$ cat config.mk
export PLATFORM = sky130hd
export DESIGN_NAME = lps_check
export DESIGN_NICKNAME = d
export VERILOG_FILES = /design/src/sv/lps_pkg.sv /design/src/sv/lps_check.sv
export SDC_FILE = /design/constraint.sdc
export NUM_CORES = 1
export LEC_CHECK = 0
export BUFFER_PORTS_ARGS = -buffer_cell sky130_fd_sc_hd__buf_2
export CORE_UTILIZATION = 35
export DETAILED_ROUTE_END_ITERATION = 10
export PLACE_DENSITY = 0.84
export SETUP_SLACK_MARGIN = 0.1
export SYNTH_ARGS = -nofsm -noshare
export SYNTH_HDL_FRONTEND = slang
export SYNTH_SLANG_ARGS = --single-unit
$ cat constraint.sdc
create_clock -name vclk -period 2.3
set_input_delay 0.23 -clock vclk [all_inputs]
set_output_delay 0.23 -clock vclk [all_outputs]
set_load 0.1 [all_outputs]
$ cat src/sv/lps_pkg.sv
// Shared sizes, status codes and helpers for the linear prime sieve.
package lps_pkg;

  localparam int MAX_N      = 16384;
  localparam int MAX_PRIMES = 2048;

  localparam int N_W     = 14;
  localparam int PROD_W  = 2 * N_W;
  localparam int ADDR_W  = $clog2(MAX_N);
  localparam int LIST_AW = $clog2(MAX_PRIMES);
  localparam int CNT_W   = $clog2(MAX_PRIMES + 1);

  localparam logic [N_W-1:0] LIMIT_RST  = N_W'(16383);
  localparam logic [N_W-1:0] FIRST_N    = N_W'(2);
  localparam logic [N_W-1:0] TABLE_TOP  =
    N_W'(((MAX_N - 1) < ((1 << N_W) - 1)) ? (MAX_N - 1) : ((1 << N_W) - 1));

  typedef enum logic [1:0] {
    ST_OK    = 2'd0,
    ST_ORDER = 2'd1,
    ST_LIMIT = 2'd2
  } lps_status_t;

  // Clamp the programmed limit to the last table entry.
  function automatic logic [N_W-1:0] eff_limit(input logic [N_W-1:0] lim);
    return (lim > TABLE_TOP) ? TABLE_TOP : lim;
  endfunction

endpackage

$ cat src/sv/lps_check.sv
// Classifies an incoming number as in order, out of order or above the limit.
module lps_check (
  input  logic [lps_pkg::N_W-1:0] number,
  input  logic [lps_pkg::N_W-1:0] expected,
  input  logic [lps_pkg::N_W-1:0] limit,
  output lps_pkg::lps_status_t    status
);
  import lps_pkg::*;

  always_comb begin
    if ((number < FIRST_N) || (number != expected)) begin
      status = ST_ORDER;
    end else if (number > eff_limit(limit)) begin
      status = ST_LIMIT;
    end else begin
      status = ST_OK;
    end
  end

endmodule

==> results of run 1 <==
==> layout make-up <==
type / instances / area (µm²)
well taps: 16 / 20.0
multi-input cells: 59 / 507
repair buffers: 44 / 235
inverters: 15 / 56.3
fillers: 147 / 671
==> cell families after synthesis <==
logic type	after synthesis	share of synthesized area, %
and+or+nand+nor	21	23.0
buffers and inverters	16	10.8
AOI/OAI and AO/OA	10	12.6
xor gates and xnor gates	14	22.1
adders and majority gates	14	31.5
==> worst max-delay path by stage <==
stage | endpoint | slack [ps] | cells past startpoint
3_3_place_gp | status[1] | 420 | 7
2_1_floorplan | status[1] | -840 | 4
3_5_place_dp | status[1] | 360 | 7
6_report | status[1] | 370 | 7
5_1_grt | status[1] | 280 | 7
4_1_cts | status[1] | 350 | 7
==> per-stage QoR <==
| step | total power [W] | hold slack [ps] | setup TNS, ps |
|---|---|---|---|
| after detailed placement | 0.000127 | 1140 | 0 |
| final | 0.000127 | 1140 | 0 |
| after CTS | 0.000128 | 1140 | 0 |
| after global routing | 0.000142 | 1170 | 0 |
| after floorplan | 0.0000660 | 1030 | -836 |
| after global placement | 0.000121 | 1120 | 0 |
==> power by group through the flow <==
stage | Combinational [W] | Clock, W | Sequential, W
3_5_place_dp | 0.000127 | 0 | 0
3_3_place_gp | 0.000121 | 0 | 0
6_report | 0.000127 | 0 | 0
5_1_grt | 0.000142 | 0 | 0
4_1_cts | 0.000128 | 0 | 0
2_1_floorplan | 0.0000660 | 0 | 0
==> routing by layer <==
metal	share of wire, %	track usage [%]
met5	0	0
met4	0.60	3.23
met3	4.7	1.74
met2	52	36.9
met1	42	23.4
==> cells in the final DEF (no fill, tap or decap), types with 2 or more instances in the layout <==
cell	instances
nor2_1	4
xnor2_1	4
nand2_1	2
nand3_1	3
buf_2	43
xor2_1	10
nor4_1	2
a21oi_1	5
inv_1	15
nand4_1	6
nor4_2	2
ha_1	14
==> impl_metrics.env, run 1 <==
export IMPL_outcome="finished, final reports clean"
export IMPL_worstSetupStartpointType="input port"
export IMPL_placed_cell_area_um2=818
export IMPL_final_area_um2=818
export IMPL_relSlewSlack_pct=68.0
export IMPL_crit_required_ps=2070
export IMPL_path_buf_inv=2
export IMPL_place_gp_congestion=0.861
export IMPL_grt_total_usage_pct=19.4
export IMPL_slew_violations=0
export IMPL_synth_cell_types=19
export IMPL_rsz0062_at_grt="no"
export IMPL_dieArea_um2=1750
export IMPL_grt_max_degree=4
export IMPL_p_sw_share_pct=50.8
export IMPL_routed_via_density=5.03
export IMPL_port_buffers=44
export IMPL_seq_power_share_pct=0
export IMPL_yosys_warnings=0
export IMPL_stdcell_count=134
export IMPL_vias=674
export IMPL_end_kind="primary output"
export IMPL_hold_path_class="input port to primary output"
export IMPL_min_delay_start="expected[10]"
export IMPL_dr_pass1_iters=2
export IMPL_fp_dieH_um=41.8
export IMPL_cpLargestDelayFamily="compound AO/OA/AOI/OAI gates"
export IMPL_synth_fp_nets=131
export IMPL_synthCells=75
export IMPL_rows=14
export IMPL_totalWireLength_um=1660
export IMPL_drc=0
export IMPL_cp_cell_sequence="buf_2, ha_1, nand4_1, nor2_1, o31ai_1, a221oi_4, buf_12"
export IMPL_worstPathMaxFanout=3
export IMPL_synth_top_area_cell="ha_1"
export IMPL_core_area_um2=1490
export IMPL_clock_power_share_pct=0
export IMPL_pre_cts_slack_ps=359
export IMPL_fin_nets=176
export IMPL_n_clock_buffer=0
export IMPL_p_leak_nw=0.461
export IMPL_p_per_area_nw_per_um2=155
export IMPL_slowest_delay_ps=310
export IMPL_critPathSlowestCell="ha_1"
export IMPL_p_int_w=0.0000626
export IMPL_drive_gt1_share_pct=40.7
export IMPL_seq_area_frac_synth_pct=0
export IMPL_finish_utilization_pct=55.0
export IMPL_drt_initial_drc_count=3
export IMPL_avgSynthCellArea_um2=7.41
export IMPL_ctsHoldBuffers=0
export IMPL_hold_path_end="status[1]"
export IMPL_die_x_um=41.8
export IMPL_startpoint="number[12]"
export IMPL_area_growth_pct=47.3
export IMPL_post_drt_wl_per_cell_um=12.4
export IMPL_grt_pass1_vias=710
export IMPL_synth_top_area_share_pct=31.5
export IMPL_initial_core_util_pct=37.3
export IMPL_cts_resized=0
export IMPL_synth_area_leaders="ha_1 (32%), xor2_1 (16%), inv_1 (10%)"
export IMPL_combPwrFrac_pct=100.0
export IMPL_synth_most_common_cell="inv_1"
export IMPL_finalSetupViolCount=0
export IMPL_min_delay_path_depth=7
export IMPL_irDropWorstVdd_uv=75.2
export IMPL_critPathArrivalTime_ps=1700
export IMPL_place_inst=134
export IMPL_antenna_found_initial=0
export IMPL_critPathKind="input port to primary output"
export IMPL_netlist_top_cells_count="inv_1 (15), ha_1 (14), xor2_1 (10)"
export IMPL_syn_area_um2=556
export IMPL_dpl_hpwl_um=1550
export IMPL_fin_crit_sh_pct=83.9
export IMPL_period_needed_ps=1930
export IMPL_worst_slew_pin_transition_ps=483
export IMPL_grt_overflow=0
export IMPL_io_pins=44
export IMPL_hold_viol=0
export IMPL_post_cts_buffers=0
export IMPL_drv_cap=0
export IMPL_grt_pass1_wl_um=2750
export IMPL_postRouteAntennaNets=0
export IMPL_register_area_um2=0
export IMPL_fmax_mhz=518
export IMPL_design_seq_count=0
export IMPL_switchingPower_w=0.0000645
export IMPL_antennaDiodeCount=0
export IMPL_fin_ws_ps=370
No activity file was read; power rests on OpenSTA's default activity.
==> run 2, diff against run 1 <==
--- a/config.mk
+++ b/config.mk
@@ -5,10 +5,12 @@
 export SDC_FILE = /design/constraint.sdc
 export NUM_CORES = 1
 export LEC_CHECK = 0
+export ABC_AREA = 1
 export BUFFER_PORTS_ARGS = -buffer_cell sky130_fd_sc_hd__buf_2
+export CORE_ASPECT_RATIO = 1.25
 export CORE_UTILIZATION = 35
 export DETAILED_ROUTE_END_ITERATION = 10
-export PLACE_DENSITY = 0.84
+export PLACE_DENSITY = 0.78
 export SETUP_SLACK_MARGIN = 0.1
 export SYNTH_ARGS = -nofsm -noshare
 export SYNTH_HDL_FRONTEND = slang
==> constraint.sdc (replaced) <==
create_clock -name vclk -period 1.9
set_input_delay 0.19 -clock vclk [all_inputs]
set_output_delay 0.19 -clock vclk [all_outputs]
set_load 0.1 [all_outputs]
==> run 2 against run 1 <==
Power up 31%. Cell count up 55%. First-iteration DRC count up 100%. Cell area up 20%. Utilization down 2.0 points. Routed wire length down 7.2%. Non-clock buffer count unchanged. Synthesized cell count up 95%. Critical path depth up 3. Combinational power up 31%. Sequential share of layout area unchanged. Critical path type unchanged. Highest routed layer is now met3.
==> impl_metrics.env, run 2 <==
export IMPL_min_delay_path_depth=6
export IMPL_synth_area_leaders="nand2_1 (26%), ha_1 (24%), inv_1 (21%)"
export IMPL_worstSetupStartpointType="input port"
export IMPL_placed_cell_area_um2=980
export IMPL_layout_commonest_cell="nand2_1"
export IMPL_syn_area_um2=717
export IMPL_port_buffers=44
export IMPL_path_buf_inv=3
export IMPL_p_leak_nw=0.700
export IMPL_design_seq_count=0
export IMPL_netlist_top_cells_count="nand2_1 (50), inv_1 (41), ha_1 (14)"
export IMPL_crit_required_ps=1710
export IMPL_grt_total_usage_pct=15.0
export IMPL_grt_pass1_wl_um=2730
export IMPL_vias=896
export IMPL_fin_crit_sh_pct=86.1
export IMPL_place_gp_congestion=0.799
export IMPL_initial_core_util_pct=38.7
export IMPL_end_kind="primary output"
export IMPL_synth_most_common_cell="nand2_1"
export IMPL_core_area_um2=1850
export IMPL_cp_cell_sequence="buf_2, ha_1, nand2_1, nor2_1, and2_1, nand2_1, nand2_1, inv_1, nor2_4, buf_12"
export IMPL_yosys_warnings=0
export IMPL_io_pins=44
export IMPL_p_per_area_nw_per_um2=170
export IMPL_drt_initial_drc_count=6
export IMPL_register_area_um2=0
export IMPL_fill_cells=217
export IMPL_ctsHoldBuffers=0
export IMPL_synth_top_area_cell="nand2_1"
export IMPL_routed_via_density=4.31
export IMPL_synth_top_area_share_pct=26.2
export IMPL_cpLargestDelayFamily="simple AND/OR/NAND/NOR gates"
export IMPL_drive_gt1_share_pct=26.5
export IMPL_fp_dieH_um=52.6
export IMPL_worstPathMaxFanout=3
export IMPL_fin_nets=247
export IMPL_cpMostUsedCell="nand2_1"
export IMPL_postRouteAntennaNets=0
export IMPL_drc=0
export IMPL_relSlewSlack_pct=67.6
export IMPL_synth_fp_nets=202
export IMPL_grt_max_degree=5
export IMPL_dieArea_um2=2230
export IMPL_antenna_found_initial=0
export IMPL_period_needed_ps=1640
export IMPL_multi_input_area_um2=563
export IMPL_cts_resized=0
export IMPL_dr_pass1_iters=4
export IMPL_synth_cell_types=16
export IMPL_critPathKind="input port to primary output"
export IMPL_outcome="finished, final reports clean"
export IMPL_seq_area_frac_synth_pct=0
export IMPL_n_clock_buffer=0
export IMPL_tns_ps=0
export IMPL_antennaDiodeCount=0
export IMPL_rsz0062_at_grt="no"
export IMPL_post_cts_buffers=0
export IMPL_grt_pass1_vias=781
export IMPL_totalWireLength_um=1540
export IMPL_critPathSlowestCell="ha_1"
export IMPL_area_growth_pct=36.6
export IMPL_grt_overflow=0
export IMPL_rows=17
export IMPL_slew_violations=0
export IMPL_post_drt_wl_per_cell_um=7.40
export IMPL_min_delay_start="number[1]"
export IMPL_die_x_um=42.5
export IMPL_hold_path_class="input port to primary output"
export IMPL_fmax_mhz=612
export IMPL_irDropWorstVdd_uv=76.3
export IMPL_critPathArrivalTime_ps=1450
export IMPL_final_area_um2=980
export IMPL_worstSetupPathDepth=10
export IMPL_hold_viol=0
export IMPL_synthCells=146
export IMPL_finalSetupViolCount=0
export IMPL_slowest_delay_ps=290
export IMPL_dpl_hpwl_um=1460
export IMPL_avgSynthCellArea_um2=4.91
export IMPL_startpoint="number[13]"
export IMPL_drv_cap=0
export IMPL_worst_slew_pin_transition_ps=489
export IMPL_final_cell_mix="nand2_1 (50), buf_2 (43), inv_1 (41)"
==> run 2: cell types whose count changed in the layout (fill, tap and decap cells not counted), moves of 4 or more <==
cell	previous run	this run
inv_1	15	41
xor2_1	10	1
nor2_1	4	12
nand2_1	2	50
nand4_1	6	1
xnor2_1	4	0
o21ai_0	0	5
==> run 2: cell type report <==
type / instances / area share (%)
tap: 19 / 2.43
multi-input combinational: 103 / 57.5
timing repair buffer: 44 / 24.0
inverter: 42 / 16.1
==> run 2: worst paths after layout <==
kind	to
hold / removal	status[1]
setup / recovery	status[1]
==> run 2: per-layer routing <==
metal  wire length, µm  vias to the layer above  GRT usage [%]
met5                 0                        -              0
met4                 0                        0              0
met3                92                        0              0
met2               747                       30           32.3
met1               699                      348           17.0
li1                  -                      518              -
==> run 2: cell families after synthesis <==
family                     Yosys count  share of synthesized area [%]
and+or+nand+nor                     76                           43.1
buffers and inverters               43                           22.5
adders and majority gates           14                           24.4
AOI/OAI and AO/OA                   12                           8.73
xor gates and xnor gates             1                           1.22
==> run 2: metrics by stage <==
| stage | hold WS (ps) | cells | worst slack, ps | util (%) | total power, W |
|---|---|---|---|---|---|
| 3_5_place_dp | 1010 | 208 | 277 | 52.9 | 0.000169 |
| 6_report | 1000 | 208 | 265 | 52.9 | 0.000167 |
| 4_1_cts | 1010 | 208 | 266 | 52.9 | 0.000170 |
| 2_1_floorplan | 783 | 146 | 275 | - | 0.0000985 |
| 3_3_place_gp | 998 | 208 | 282 | 52.9 | 0.000168 |
| 5_1_grt | 1050 | 208 | 133 | 52.9 | 0.000198 |
==> run 2: power by group <==
group	internal (W)	total (W)	leakage (nW)	switching, W
Combinational	0.0000784	0.000167	0.700	0.0000886
Clock	0	0	0	0
Sequential	0	0	0	0
